$ cat src/rtl/core/uccp_pkg.sv
// uccp_pkg: types, codes and constants of the uart command packet parser
// depends on nothing; imported by every other file of the block
`timescale 1ns / 1ps

package uccp_pkg;

    // text buffer geometry
    localparam int BUFFER_DEPTH = 64;
    localparam int CNT_W        = $clog2(BUFFER_DEPTH);

    // command queue between front and back
    localparam int CMD_FIFO_DEPTH = 2;
    localparam int CMD_PTR_W      = $clog2(CMD_FIFO_DEPTH);
    localparam int CMD_CNT_W      = $clog2(CMD_FIFO_DEPTH + 1);

    // configuration port
    localparam int CFG_IDX_W = 2;
    localparam logic [CFG_IDX_W-1:0] REG_BINARY_PREFIX = 2'd0;
    localparam logic [CFG_IDX_W-1:0] REG_TEXT_PREFIX   = 2'd1;
    localparam logic [7:0] BINARY_PREFIX_RST = 8'd33;
    localparam logic [7:0] TEXT_PREFIX_RST   = 8'd36;

    // characters that carry meaning
    localparam logic [7:0] CHR_C  = 8'h43;
    localparam logic [7:0] CHR_B  = 8'h42;
    localparam logic [7:0] CHR_NL = 8'h0A;
    localparam logic [7:0] CHR_0  = 8'h30;
    localparam logic [7:0] CHR_1  = 8'h31;

    // result kinds
    typedef enum logic [2:0] {
        KIND_COLOUR = 3'd0,
        KIND_BUTTON = 3'd1,
        KIND_CHAR   = 3'd2,
        KIND_END    = 3'd3,
        KIND_ERROR  = 3'd4
    } kind_t;

    // error codes
    typedef enum logic [1:0] {
        ERR_PREFIX   = 2'd0,
        ERR_CODE     = 2'd1,
        ERR_CHECKSUM = 2'd2
    } err_t;

    // parser phase of the front
    typedef enum logic [1:0] {
        PH_IDLE,
        PH_CODE,
        PH_BIN,
        PH_TEXT
    } phase_t;

    // back sequencer state
    typedef enum logic [1:0] {
        BK_IDLE,
        BK_FETCH,
        BK_WAIT
    } back_state_t;

    // command kinds passed through the queue
    typedef enum logic [1:0] {
        CMD_COLOUR,
        CMD_BUTTON,
        CMD_ERROR,
        CMD_TEXT
    } cmd_kind_t;

    // one command: colour bytes or button fields, error code or text length
    typedef struct packed {
        cmd_kind_t        kind;
        logic [7:0]       b0;
        logic [7:0]       b1;
        logic [7:0]       b2;
        err_t             err;
        logic [CNT_W-1:0] len;
    } cmd_t;

    // front push into the queue
    typedef struct packed {
        logic push;
        cmd_t cmd;
    } cmd_push_t;

    // front write into the text buffer
    typedef struct packed {
        logic             en;
        logic [CNT_W-1:0] addr;
        logic [7:0]       data;
    } mem_wr_t;

    // queue status seen by front and back
    typedef struct packed {
        logic empty;
        logic full;
    } fifo_status_t;

    // one result item
    typedef struct packed {
        kind_t      kind;
        logic [7:0] red;
        logic [7:0] green;
        logic [7:0] blue;
        logic [7:0] button_number;
        logic       pressed;
        logic [7:0] text_char;
        err_t       error_code;
        logic       last;
    } result_t;

endpackage

$ cat src/rtl/core/uccp_ifs.sv
// uccp channel interfaces: received byte, result item and configuration write
// depends on uccp_pkg
`timescale 1ns / 1ps

interface uccp_rx_if;
    import uccp_pkg::*;
    logic       valid;
    logic       ready;
    logic [7:0] rx_byte;
    modport source (output valid, output rx_byte, input ready);
    modport sink   (input valid, input rx_byte, output ready);
endinterface

interface uccp_res_if;
    import uccp_pkg::*;
    logic       valid;
    logic       ready;
    logic [2:0] kind;
    logic [7:0] red;
    logic [7:0] green;
    logic [7:0] blue;
    logic [7:0] button_number;
    logic       pressed;
    logic [7:0] text_char;
    logic [1:0] error_code;
    logic       last;
    modport source (output valid, output kind, output red, output green, output blue,
                    output button_number, output pressed, output text_char,
                    output error_code, output last, input ready);
    modport sink   (input valid, input kind, input red, input green, input blue,
                    input button_number, input pressed, input text_char,
                    input error_code, input last, output ready);
endinterface

interface uccp_cfg_if;
    import uccp_pkg::*;
    logic                 valid;
    logic                 ready;
    logic [CFG_IDX_W-1:0] index;
    logic [7:0]           data;
    modport source (output valid, output index, output data, input ready);
    modport sink   (input valid, input index, input data, output ready);
endinterface

$ cat src/rtl/core/uccp_front.sv
// uccp_front: takes received bytes, tracks the packet phase, checks checksums,
// fills the text buffer and pushes one command per finished packet or error
// depends on uccp_pkg and uccp_ifs
`timescale 1ns / 1ps

module uccp_front (
    input  logic                    clk,
    input  logic                    rst_n,
    uccp_rx_if.sink                 rx,
    uccp_cfg_if.sink                cfg,
    input  uccp_pkg::fifo_status_t  fifo_status,
    input  logic                    text_done,
    output uccp_pkg::cmd_push_t     cmd_push,
    output uccp_pkg::mem_wr_t       mem_wr
);
    import uccp_pkg::*;

    phase_t           phase_reg, phase_next;
    logic [CNT_W-1:0] count_reg, count_next;
    logic             is_button_reg, is_button_next;
    logic [7:0]       sum_reg, sum_next;
    logic [7:0]       d0_reg, d0_next;
    logic [7:0]       d1_reg, d1_next;
    logic [7:0]       d2_reg, d2_next;
    logic             zero_seen_reg, zero_seen_next;
    logic [CNT_W-1:0] zero_pos_reg, zero_pos_next;
    logic             hold_reg, hold_next;
    logic [7:0]       bin_prefix_reg;
    logic [7:0]       text_prefix_reg;

    logic [CNT_W:0]   text_cnt;
    logic [1:0]       need;
    logic             accept;
    logic [7:0]       b;

    // configuration writes
    assign cfg.ready = 1'b1;

    always_ff @(posedge clk or negedge rst_n)
    begin
        if (!rst_n)
        begin
            bin_prefix_reg  <= BINARY_PREFIX_RST;
            text_prefix_reg <= TEXT_PREFIX_RST;
        end
        else if (cfg.valid)
        begin
            case (cfg.index)
                REG_BINARY_PREFIX: bin_prefix_reg  <= cfg.data;
                REG_TEXT_PREFIX:   text_prefix_reg <= cfg.data;
                default:           ;
            endcase
        end
    end

    // input stalls on a full queue or while a text flush owns the buffer
    assign rx.ready = !fifo_status.full && !hold_reg;
    assign accept   = rx.valid && rx.ready;
    assign b        = rx.rx_byte;
    assign need     = is_button_reg ? 2'd2 : 2'd3;
    assign text_cnt = {1'b0, count_reg} + 1'b1;

    // state registers
    always_ff @(posedge clk or negedge rst_n)
    begin
        if (!rst_n)
        begin
            phase_reg     <= PH_IDLE;
            count_reg     <= '0;
            is_button_reg <= 1'b0;
            sum_reg       <= '0;
            zero_seen_reg <= 1'b0;
            zero_pos_reg  <= '0;
            hold_reg      <= 1'b0;
        end
        else
        begin
            phase_reg     <= phase_next;
            count_reg     <= count_next;
            is_button_reg <= is_button_next;
            sum_reg       <= sum_next;
            zero_seen_reg <= zero_seen_next;
            zero_pos_reg  <= zero_pos_next;
            hold_reg      <= hold_next;
        end
    end

    // packet data bytes
    always_ff @(posedge clk)
    begin
        d0_reg <= d0_next;
        d1_reg <= d1_next;
        d2_reg <= d2_next;
    end

    // parser next state and commands
    always_comb
    begin
        phase_next     = phase_reg;
        count_next     = count_reg;
        is_button_next = is_button_reg;
        sum_next       = sum_reg;
        d0_next        = d0_reg;
        d1_next        = d1_reg;
        d2_next        = d2_reg;
        zero_seen_next = zero_seen_reg;
        zero_pos_next  = zero_pos_reg;
        hold_next      = hold_reg;
        cmd_push       = '0;
        mem_wr         = '0;

        if (text_done)
        begin
            hold_next = 1'b0;
        end

        if (accept)
        begin
            case (phase_reg)
                PH_IDLE:
                begin
                    if (b == bin_prefix_reg)
                    begin
                        sum_next   = b;
                        phase_next = PH_CODE;
                    end
                    else if (b == text_prefix_reg)
                    begin
                        count_next     = '0;
                        zero_seen_next = 1'b0;
                        zero_pos_next  = '0;
                        phase_next     = PH_TEXT;
                    end
                    else
                    begin
                        cmd_push.push     = 1'b1;
                        cmd_push.cmd.kind = CMD_ERROR;
                        cmd_push.cmd.err  = ERR_PREFIX;
                    end
                end

                PH_CODE:
                begin
                    if (b == CHR_C || b == CHR_B)
                    begin
                        is_button_next = (b == CHR_B);
                        sum_next       = sum_reg + b;
                        count_next     = '0;
                        phase_next     = PH_BIN;
                    end
                    else
                    begin
                        cmd_push.push     = 1'b1;
                        cmd_push.cmd.kind = CMD_ERROR;
                        cmd_push.cmd.err  = ERR_CODE;
                        phase_next        = PH_IDLE;
                        is_button_next    = 1'b0;
                        sum_next          = '0;
                    end
                end

                PH_BIN:
                begin
                    if (count_reg < CNT_W'(need))
                    begin
                        // collect a data byte
                        case (count_reg[1:0])
                            2'd0:    d0_next = b;
                            2'd1:    d1_next = b;
                            default: d2_next = b;
                        endcase
                        sum_next   = sum_reg + b;
                        count_next = count_reg + 1'b1;
                    end
                    else
                    begin
                        // checksum byte ends the packet
                        cmd_push.push = 1'b1;
                        if (b != ~sum_reg)
                        begin
                            cmd_push.cmd.kind = CMD_ERROR;
                            cmd_push.cmd.err  = ERR_CHECKSUM;
                        end
                        else if (is_button_reg)
                        begin
                            cmd_push.cmd.kind = CMD_BUTTON;
                            cmd_push.cmd.b0   = d0_reg - CHR_0 - 8'd1;
                            cmd_push.cmd.b1   = {7'd0, d1_reg == CHR_1};
                        end
                        else
                        begin
                            cmd_push.cmd.kind = CMD_COLOUR;
                            cmd_push.cmd.b0   = d0_reg;
                            cmd_push.cmd.b1   = d1_reg;
                            cmd_push.cmd.b2   = d2_reg;
                        end
                        phase_next     = PH_IDLE;
                        count_next     = '0;
                        is_button_next = 1'b0;
                        sum_next       = '0;
                    end
                end

                default:
                begin
                    if (b == CHR_NL)
                    begin
                        // newline: characters end at the first zero byte or here
                        cmd_push.push     = 1'b1;
                        cmd_push.cmd.kind = CMD_TEXT;
                        cmd_push.cmd.len  = zero_seen_reg ? zero_pos_reg : count_reg;
                        hold_next         = 1'b1;
                        phase_next        = PH_IDLE;
                        count_next        = '0;
                    end
                    else
                    begin
                        mem_wr.en   = 1'b1;
                        mem_wr.addr = count_reg;
                        mem_wr.data = b;
                        if (b == 8'd0 && !zero_seen_reg)
                        begin
                            zero_seen_next = 1'b1;
                            zero_pos_next  = count_reg;
                        end
                        if (text_cnt >= (CNT_W + 1)'(BUFFER_DEPTH))
                        begin
                            // buffer full: last stored byte counts as the terminator
                            cmd_push.push     = 1'b1;
                            cmd_push.cmd.kind = CMD_TEXT;
                            cmd_push.cmd.len  = zero_seen_next ? zero_pos_next
                                                               : CNT_W'(BUFFER_DEPTH - 1);
                            hold_next         = 1'b1;
                            phase_next        = PH_IDLE;
                            count_next        = '0;
                        end
                        else
                        begin
                            count_next = text_cnt[CNT_W-1:0];
                        end
                    end
                end
            endcase
        end
    end

endmodule

$ cat src/rtl/core/uccp_cmd_fifo.sv
// uccp_cmd_fifo: short command queue between the parser front and the result back
// depends on uccp_pkg
`timescale 1ns / 1ps

module uccp_cmd_fifo (
    input  logic                    clk,
    input  logic                    rst_n,
    input  uccp_pkg::cmd_push_t     cmd_push,
    input  logic                    pop,
    output uccp_pkg::cmd_t          head,
    output uccp_pkg::fifo_status_t  status
);
    import uccp_pkg::*;

    cmd_t                 entry_reg [CMD_FIFO_DEPTH];
    logic [CMD_PTR_W-1:0] wr_ptr_reg, wr_ptr_next;
    logic [CMD_PTR_W-1:0] rd_ptr_reg, rd_ptr_next;
    logic [CMD_CNT_W-1:0] count_reg, count_next;
    logic                 do_push;
    logic                 do_pop;

    assign status.empty = (count_reg == '0);
    assign status.full  = (count_reg == CMD_CNT_W'(CMD_FIFO_DEPTH));
    assign head         = entry_reg[rd_ptr_reg];
    assign do_push      = cmd_push.push && !status.full;
    assign do_pop       = pop && !status.empty;

    // pointer and fill count update
    always_comb
    begin
        wr_ptr_next = wr_ptr_reg;
        rd_ptr_next = rd_ptr_reg;
        count_next  = count_reg;
        if (do_push)
        begin
            wr_ptr_next = (wr_ptr_reg == CMD_PTR_W'(CMD_FIFO_DEPTH - 1)) ? '0
                                                                      : wr_ptr_reg + 1'b1;
        end
        if (do_pop)
        begin
            rd_ptr_next = (rd_ptr_reg == CMD_PTR_W'(CMD_FIFO_DEPTH - 1)) ? '0
                                                                      : rd_ptr_reg + 1'b1;
        end
        if (do_push && !do_pop)
        begin
            count_next = count_reg + 1'b1;
        end
        else if (do_pop && !do_push)
        begin
            count_next = count_reg - 1'b1;
        end
    end

    always_ff @(posedge clk or negedge rst_n)
    begin
        if (!rst_n)
        begin
            wr_ptr_reg <= '0;
            rd_ptr_reg <= '0;
            count_reg  <= '0;
        end
        else
        begin
            wr_ptr_reg <= wr_ptr_next;
            rd_ptr_reg <= rd_ptr_next;
            count_reg  <= count_next;
        end
    end

    // entry storage
    always_ff @(posedge clk)
    begin
        if (do_push)
        begin
            entry_reg[wr_ptr_reg] <= cmd_push.cmd;
        end
    end

endmodule

$ cat src/rtl/core/uccp_back.sv
// uccp_back: carries out queued commands, holds the text buffer memory and
// drives the result channel from an output register
// depends on uccp_pkg and uccp_ifs
`timescale 1ns / 1ps

module uccp_back (
    input  logic                    clk,
    input  logic                    rst_n,
    input  uccp_pkg::mem_wr_t       mem_wr,
    input  uccp_pkg::cmd_t          head,
    input  uccp_pkg::fifo_status_t  fifo_status,
    output logic                    pop,
    output logic                    text_done,
    uccp_res_if.source              result
);
    import uccp_pkg::*;

    logic [7:0]       mem [BUFFER_DEPTH];
    logic [7:0]       rd_data_reg;
    logic             rd_en;
    back_state_t      state_reg, state_next;
    logic [CNT_W-1:0] idx_reg, idx_next;
    logic [CNT_W-1:0] len_reg, len_next;
    logic             out_valid_reg, out_valid_next;
    result_t          out_reg;
    result_t          load_data;
    logic             load;
    logic             out_free;

    // text buffer: front writes, sequencer reads with a registered port
    always_ff @(posedge clk)
    begin
        if (mem_wr.en)
        begin
            mem[mem_wr.addr] <= mem_wr.data;
        end
        if (rd_en)
        begin
            rd_data_reg <= mem[idx_reg];
        end
    end

    assign out_free = !out_valid_reg || result.ready;

    // sequencer next state and result loading
    always_comb
    begin
        state_next = state_reg;
        idx_next   = idx_reg;
        len_next   = len_reg;
        pop        = 1'b0;
        load       = 1'b0;
        load_data  = '0;
        rd_en      = 1'b0;
        text_done  = 1'b0;

        case (state_reg)
            BK_IDLE:
            begin
                if (!fifo_status.empty && out_free)
                begin
                    pop = 1'b1;
                    case (head.kind)
                        CMD_COLOUR:
                        begin
                            load            = 1'b1;
                            load_data.kind  = KIND_COLOUR;
                            load_data.red   = head.b0;
                            load_data.green = head.b1;
                            load_data.blue  = head.b2;
                            load_data.last  = 1'b1;
                        end
                        CMD_BUTTON:
                        begin
                            load                    = 1'b1;
                            load_data.kind          = KIND_BUTTON;
                            load_data.button_number = head.b0;
                            load_data.pressed       = head.b1[0];
                            load_data.last          = 1'b1;
                        end
                        CMD_ERROR:
                        begin
                            load                 = 1'b1;
                            load_data.kind       = KIND_ERROR;
                            load_data.error_code = head.err;
                            load_data.last       = 1'b1;
                        end
                        default:
                        begin
                            len_next   = head.len;
                            idx_next   = '0;
                            state_next = BK_FETCH;
                        end
                    endcase
                end
            end

            BK_FETCH:
            begin
                if (idx_reg == len_reg)
                begin
                    // all characters out: end marker frees the buffer
                    if (out_free)
                    begin
                        load           = 1'b1;
                        load_data.kind = KIND_END;
                        load_data.last = 1'b1;
                        text_done      = 1'b1;
                        state_next     = BK_IDLE;
                    end
                end
                else
                begin
                    rd_en      = 1'b1;
                    state_next = BK_WAIT;
                end
            end

            BK_WAIT:
            begin
                if (out_free)
                begin
                    load                = 1'b1;
                    load_data.kind      = KIND_CHAR;
                    load_data.text_char = rd_data_reg;
                    idx_next            = idx_reg + 1'b1;
                    state_next          = BK_FETCH;
                end
            end

            default:
            begin
                state_next = BK_IDLE;
            end
        endcase

        out_valid_next = load ? 1'b1 : (out_valid_reg && !result.ready);
    end

    always_ff @(posedge clk or negedge rst_n)
    begin
        if (!rst_n)
        begin
            state_reg     <= BK_IDLE;
            idx_reg       <= '0;
            len_reg       <= '0;
            out_valid_reg <= 1'b0;
        end
        else
        begin
            state_reg     <= state_next;
            idx_reg       <= idx_next;
            len_reg       <= len_next;
            out_valid_reg <= out_valid_next;
        end
    end

    // output payload register
    always_ff @(posedge clk)
    begin
        if (load)
        begin
            out_reg <= load_data;
        end
    end

    // result channel
    assign result.valid         = out_valid_reg;
    assign result.kind          = out_reg.kind;
    assign result.red           = out_reg.red;
    assign result.green         = out_reg.green;
    assign result.blue          = out_reg.blue;
    assign result.button_number = out_reg.button_number;
    assign result.pressed       = out_reg.pressed;
    assign result.text_char     = out_reg.text_char;
    assign result.error_code    = out_reg.error_code;
    assign result.last          = out_reg.last;

endmodule

$ cat src/rtl/core/uart_command_packet_parser_core.sv
// a colour, button or error result is registered in the command queue, then in the output register
// text: the ending byte queues the command; the sequencer then reads each character from the
// buffer and loads it into the output register (buffer read then output load), end marker last
// throughput: one byte per cycle, except that input stalls on a full queue or a text flush
// reset: rst_n clears phase, queue, sequencer and prefixes (33, 36); buffer is not cleared
`timescale 1ns / 1ps

module uart_command_packet_parser_core (
    input  logic        clk,
    input  logic        rst_n,
    uccp_rx_if.sink     rx,
    uccp_cfg_if.sink    cfg,
    uccp_res_if.source  result
);
    import uccp_pkg::*;

    cmd_push_t    cmd_push;
    mem_wr_t      mem_wr;
    cmd_t         head;
    fifo_status_t fifo_status;
    logic         pop;
    logic         text_done;

    // parser front
    uccp_front u_front (
        .clk         (clk),
        .rst_n       (rst_n),
        .rx          (rx),
        .cfg         (cfg),
        .fifo_status (fifo_status),
        .text_done   (text_done),
        .cmd_push    (cmd_push),
        .mem_wr      (mem_wr)
    );

    // command queue
    uccp_cmd_fifo u_cmd_fifo (
        .clk      (clk),
        .rst_n    (rst_n),
        .cmd_push (cmd_push),
        .pop      (pop),
        .head     (head),
        .status   (fifo_status)
    );

    // result back
    uccp_back u_back (
        .clk         (clk),
        .rst_n       (rst_n),
        .mem_wr      (mem_wr),
        .head        (head),
        .fifo_status (fifo_status),
        .pop         (pop),
        .text_done   (text_done),
        .result      (result)
    );

endmodule

$ cat src/flat_wrapper.sv
// flat-port wrapper written by rule: the top's interface ports become plain ports
module uart_command_packet_parser_core_flat import uccp_pkg::*;
  (clk, rst_n, rx_valid, rx_rx_byte, rx_ready, cfg_valid, cfg_index, cfg_data, cfg_ready, result_valid, result_kind, result_red, result_green, result_blue, result_button_number, result_pressed, result_text_char, result_error_code, result_last, result_ready);
  uccp_rx_if rx_i ();
  uccp_cfg_if cfg_i ();
  uccp_res_if result_i ();
  input  logic clk;
  input  logic rst_n;
  input wire logic [$bits(rx_i.valid)-1:0] rx_valid;
  input wire logic [$bits(rx_i.rx_byte)-1:0] rx_rx_byte;
  output wire logic [$bits(rx_i.ready)-1:0] rx_ready;
  input wire logic [$bits(cfg_i.valid)-1:0] cfg_valid;
  input wire logic [$bits(cfg_i.index)-1:0] cfg_index;
  input wire logic [$bits(cfg_i.data)-1:0] cfg_data;
  output wire logic [$bits(cfg_i.ready)-1:0] cfg_ready;
  output wire logic [$bits(result_i.valid)-1:0] result_valid;
  output wire logic [$bits(result_i.kind)-1:0] result_kind;
  output wire logic [$bits(result_i.red)-1:0] result_red;
  output wire logic [$bits(result_i.green)-1:0] result_green;
  output wire logic [$bits(result_i.blue)-1:0] result_blue;
  output wire logic [$bits(result_i.button_number)-1:0] result_button_number;
  output wire logic [$bits(result_i.pressed)-1:0] result_pressed;
  output wire logic [$bits(result_i.text_char)-1:0] result_text_char;
  output wire logic [$bits(result_i.error_code)-1:0] result_error_code;
  output wire logic [$bits(result_i.last)-1:0] result_last;
  input wire logic [$bits(result_i.ready)-1:0] result_ready;
  assign rx_i.valid = rx_valid;
  assign rx_i.rx_byte = rx_rx_byte;
  assign rx_ready = rx_i.ready;
  assign cfg_i.valid = cfg_valid;
  assign cfg_i.index = cfg_index;
  assign cfg_i.data = cfg_data;
  assign cfg_ready = cfg_i.ready;
  assign result_valid = result_i.valid;
  assign result_kind = result_i.kind;
  assign result_red = result_i.red;
  assign result_green = result_i.green;
  assign result_blue = result_i.blue;
  assign result_button_number = result_i.button_number;
  assign result_pressed = result_i.pressed;
  assign result_text_char = result_i.text_char;
  assign result_error_code = result_i.error_code;
  assign result_last = result_i.last;
  assign result_i.ready = result_ready;
  uart_command_packet_parser_core u_core (.clk(clk), .rst_n(rst_n), .rx(rx_i), .cfg(cfg_i), .result(result_i));
endmodule
$ cat config.mk
export PLATFORM = sky130hd
export DESIGN_NAME = uart_command_packet_parser_core_flat
export DESIGN_NICKNAME = d
export VERILOG_FILES = /design/src/rtl/core/uccp_pkg.sv /design/src/rtl/core/uccp_ifs.sv /design/src/rtl/core/uccp_front.sv /design/src/rtl/core/uccp_cmd_fifo.sv /design/src/rtl/core/uccp_back.sv /design/src/rtl/core/uart_command_packet_parser_core.sv /design/src/flat_wrapper.sv
export SDC_FILE = /design/constraint.sdc
export NUM_CORES = 1
export LEC_CHECK = 0
export BUFFER_PORTS_ARGS = -buffer_cell sky130_fd_sc_hd__buf_2
export CAP_MARGIN = 20
export CORE_MARGIN = 2
export CORE_UTILIZATION = 25
export DETAILED_ROUTE_END_ITERATION = 10
export SYNTH_ARGS = -nofsm -noshare
export SYNTH_HDL_FRONTEND = slang
export SYNTH_HIERARCHICAL = 1
export SYNTH_SLANG_ARGS = --single-unit
export TNS_END_PERCENT = 5
$ cat constraint.sdc
create_clock -name clk -period 10.5 [get_ports clk]
set_clock_uncertainty 0.1 [all_clocks]
set_input_delay 0.525 -clock clk [delete_from_list [all_inputs] [get_ports clk]]
set_output_delay 0.525 -clock clk [all_outputs]
set_load 0.1 [all_outputs]
After elaboration in Yosys (flattened, before gate mapping)
Memories as Yosys holds them, arrays and structs flattened. A register that Yosys moved wholly into a read port is not among the register bits.
Cells that the tools add are included.
{"block": "word_totals", "input_bits": 23, "mem_count": 2, "ramBits": 580, "wordCells": 227, "output_inout_bits": 50, "register_bits": 131}
{"block": "classes", "n_lt_le_gt_ge": 2, "n_reduce_logical": 52, "bitwise_logic": 4, "n_addsub": 10, "n_mux": 101, "eq_ne": 28}
{"memory": "u_core.u_back.mem", "words": 64, "word_bits": 8, "rd": 1, "rd_clocked_by_memory_dff": 1, "write_ports": 1, "line": "uccp_back.sv:18", "text": "logic [7:0] mem [BUFFER_DEPTH];"}
{"memory": "u_core.u_cmd_fifo.entry_reg", "words": 2, "word_bits": 34, "rd": 1, "rd_clocked_by_memory_dff": 0, "write_ports": 1, "line": "uccp_cmd_fifo.sv:15", "text": "cmd_t entry_reg [CMD_FIFO_DEPTH];"}
{"operator": "6-bit 2-to-1 mux", "n": 16}
{"operator": "24-bit 2-to-1 mux", "n": 3}
{"operator": "15-bit 2-to-1 mux", "n": 3}
{"operator": "2-bit 2-to-1 mux", "n": 18}
{"operator": "36-bit 2-to-1 mux", "n": 1}
{"operator": "35-bit 2-to-1 mux", "n": 1}
{"operator": "1-bit 2-to-1 mux", "n": 33}
{"operator": "8-bit 2-to-1 mux", "n": 4}
{"operator": "29-bit 2-to-1 mux", "n": 1}
{"operator": "4-bit AND reduction", "n": 7}
{"operator": "6-bit case mux with 2 select lines", "n": 2}
{"operator": "8-bit case mux with 3 select lines", "n": 1}
{"operator": "3-bit case mux with 3 select lines", "n": 2}
{"operator": "6-bit case mux with 3 select lines", "n": 1}
{"operator": "3-bit AND reduction", "n": 6}
{"operator": "17-bit 2-to-1 mux", "n": 1}
{"operator": "8-bit by 7-bit equality test with 1-bit output, second input constant", "n": 2}
{"operator": "8-bit equality test", "n": 2}
{"operator": "2-bit != test, second input constant", "n": 8}
{"operator": "3-bit 2-to-1 mux", "n": 5}
{"operator": "6-bit by 1-bit adder with 6-bit output, second input constant", "n": 2}
{"operator": "2-bit zero test", "n": 6}
{"operator": "2-bit case mux with 3 select lines", "n": 2}
{"operator": "2-bit by 1-bit equality test with 1-bit output, second input constant", "n": 5}
{"operator": "34 further kinds", "n": 65}

Logic depth before layout (Yosys ltp)
{"block": "logic_depth", "word_depth": 16, "mapped_depth": 12, "depth_no_buf": 12}

Cells and area by module
Netlist, hierarchy kept.
{"mod": "uccp_back", "cells_each": 1160, "n_inst": 1, "area_per_inst_um2": 22761.8}
{"mod": "uccp_front", "cells_each": 397, "n_inst": 1, "area_per_inst_um2": 4101.4}
{"mod": "uccp_cmd_fifo", "cells_each": 125, "n_inst": 1, "area_per_inst_um2": 2801.4}

Worst setup path before layout
No wires, ideal clock.
{"block": "synth_path", "kind": "reg2reg", "startpoint": "register u_core.u_cmd_fifo.count_reg[0]", "endpoint": "memory u_core.u_back.mem[0][1], data pin", "path_buffers": 0, "arrival_ps": 5860, "path_stages_with_launch": 6, "path_slack_ps": 3675, "required_time_ps": 9536, "cell_sequence": "dfrtp_1 nand2b_1 inv_1 nor2_1 nand2_1 nor4_1"}
{"item": "start: declaration", "line": "uccp_cmd_fifo.sv:18", "text": "logic [CMD_CNT_W-1:0] count_reg, count_next;"}
{"item": "start signal: assignment", "line": "uccp_cmd_fifo.sv:66", "text": "count_reg <= count_next;"}
{"item": "end: declaration", "line": "uccp_back.sv:18"}

==> impl_metrics.yaml <==
worst_setup_path:
  crit_required_ns: 10.63
  critPathKind: "flop to flop"
  critPathMaxFanout: 17
  crit_family: "simple AND/OR/NAND/NOR gates"
  r2r_start: "u_core/u_front/phase_reg[0]"
  cp-start-kind: "flop"
  rrSetupSlack_ns: 5.83
  cp_slowest_cell: "nor3_1"
  cp_num_buf_inv: 1
  path_cells: "ha_1, clkinv_1, nor3_1, and2_1, nor2b_1, nand3_1, nor2_1"
  r2r_cells: 7
  slowest_delay_ns: 0.86
  crit_path_end_kind: "flop"
  critPathArrivalTime_ns: 4.79
  r2r_end: "u_core/u_back/mem[6][3]"
clock_tree:
  cts_setup_buffers: 0
  htreeDepth: 3
  cts-buffers-inserted: 68
  cts.path.max_buffers: 3
  ctsResizeCount: 0
  clkSinkCount: 719
  cts_tree: "built"
  clockRootBuffer: "clkbuf_16"
  clk_latency_ns: 0.60
  postCtsHoldBufs: 0
  cts.clk_slew.worst_paths_ns: 0.06
logic_synthesis:
  synth_edf_count: 659
  synth_top_area_frac: 0.6671
  syn_inst: 1682
  synth_seq_area_share: 0.7179
  synth_area_per_cell_sq_um: 17.64
  yosys_warnings: 6
  syn-cell-area_sq_um: 29660
  synth-seq-cells: 719
  yosys.area.top_type: "edfxtp_1"
  synth-async-reset-ratio: 0.08345
  yosysMostFrequentCell: "edfxtp_1"
  synthFlopType: "edfxtp_1"
  syn_nets: 1723
  synth.area.top_cells: "edfxtp_1, mux4_2, dfrtp_1"
  synth.distinct_cells: 88
  ys_top_cells_by_count: "edfxtp_1, mux4_2, nor2_1, nand2_1, and2_1"
floorplanning:
  die_w_microns: 348.5
  ioPinCount: 73
  core_sq_um: 117900
  num_rows: 126
  fp.dieH_microns: 348.5
  die_area_sq_um: 121400
  start_util: 0.2516
pwr:
  total_power_uw: 8327
  ir_drop_mv: 0.2306
  p_per_area_nw_per_um2: 245.1
  p_leak_uw: 0.01196
place:
  gp_congestion: 0.8340
  io_buffers: 71
  dp_hpwl_mm: 43.40
  dp_worst_setup_slack_ns: 5.742
sta:
  worst_pin_slew_ns: 1.056
  fin_tns_setup_ns: 0
  setup_violations: 0
  slew_viol_final: 0
  rsz0062_at_grt: "no"
  period_share: 0.4444
  hold_ws_ns: -0.002074
  finalWorstSetupSlack_ns: 5.834
  finalHoldViolCount: 1
  layout_min_cycle_time_ns: 4.666
  fmax_mhz: 214.3
  relSlewSlack: 0.2960
finish:
  num-nets-final: 1808
  diodes: 0
  largest_reg_flops: 512
  drive_gt1_frac: 0.2324
  syn_to_final_growth_pct: 14.54
outcome:
  status: "complete, but fails checks"
  violations: "hold timing"
min_path:
  hp-class: "primary input to asynchronous set/reset pin"
global_routing:
  grt_pass1_vias: 15836
  grt_usage: 0.1121
  grt-ovfl-total: 0
  grt_pass1_wl_mm: 103.5
  grt_start_max_net_pins: 82
  antenna_found_initial: 0
drt:
  first_pass_iters: 6
  drc: 0
  wl_per_cell_microns: 20.64
  routed_wl_mm: 69.19
  ant_nets: 0
  routed_via_density: 4.702
  vias: 15761
  drt-initial-drc-count: 1733
run:
  drv_cap: 0
-- where the power goes --
group	total, uW	internal (uW)	switching, uW	leakage, uW
logic	2230	675	1560	0.00300
clock network	2510	1500	1010	0.00111
registers	3590	3410	180	0.00785
total	8330	5580	2750	0.0120
-- cell families (layout without fill, tap and decap cells) --
| family | count (synthesis) | in the layout | share of synthesized area |
|---|---|---|---|
| other | 1 | 1 | 0.0001264 |
| multiplexers | 206 | 206 | 0.1235 |
| XOR/XNOR | 42 | 42 | 0.01265 |
| AO/OA/AOI/OAI | 156 | 156 | 0.03952 |
| AND/OR/NAND/NOR | 419 | 419 | 0.07554 |
| buffers and inverters | 121 | 255 | 0.02290 |
| adder cells (fa/ha/maj) | 18 | 18 | 0.007845 |
| flip-flops | 719 | 719 | 0.7179 |
-- final cells by class --
type / count / area, sq um
clock buffer: 90 / 1903
clock inverter: 29 / 376.6
fill: 11505 / 83950
inverter: 34 / 127.6
multi-input combinational: 842 / 7742
sequential: 719 / 21310
tap: 1536 / 1922
timing repair buffer: 102 / 600.6
-- per-layer routing --
layer	routed length, microns	GRT usage	vias up
met5	0	0	-
met1	28800	0.1466	8130
met3	4905	0.01865	120
met4	1969	0.04082	0
met2	33510	0.1869	705
li1	-	-	6806
-- worst max-delay path by stage --
stage                                         from                        to  slack, ns  cells after the start
finish                 u_core/u_front/phase_reg[0]   u_core/u_back/mem[6][3]       5.83                      7
detailed placement                   rx_rx_byte[2]  u_core/u_back/mem[27][6]       5.74                      8
global placement                     rx_rx_byte[2]  u_core/u_back/mem[43][2]       5.79                      8
CTS                 u_core/u_cmd_fifo/count_reg[0]  u_core/u_back/mem[46][7]       5.91                      9
floorplan           u_core/u_cmd_fifo/count_reg[0]   u_core/u_back/mem[0][1]       3.68                      5
global route           u_core/u_front/phase_reg[0]   u_core/u_back/mem[6][6]       5.50                      7
-- per-stage QoR --
stage	hold WS (ns)	instances	utilization	instance area [sq um]
3_3_place_gp	0.3852	3232	0.2686	31680
4_1_cts	0.005485	3351	0.2880	33960
6_report	-0.002074	3352	0.2881	33980
5_1_grt	0.06150	3352	0.2881	33980
2_1_floorplan	0.1294	1682	-	29660
3_5_place_dp	0.3861	3232	0.2686	31680
-- cell usage in the layout (no fill, tap or decap), drive strengths merged, types with 24 or more instances in the layout --
| cell type | n |
|---|---|
| edfxtp | 659 |
| mux4 | 113 |
| nor2 | 103 |
| buf | 102 |
| clkbuf | 90 |
| nand2 | 73 |
| mux2 | 64 |
| and2 | 63 |
| dfrtp | 56 |
| inv | 35 |
| nand3 | 33 |
| mux2i | 29 |
| nand4 | 27 |
| xnor2 | 25 |
| nor3 | 25 |
| o21ai | 24 |
Power figures use the tool's default switching activity.
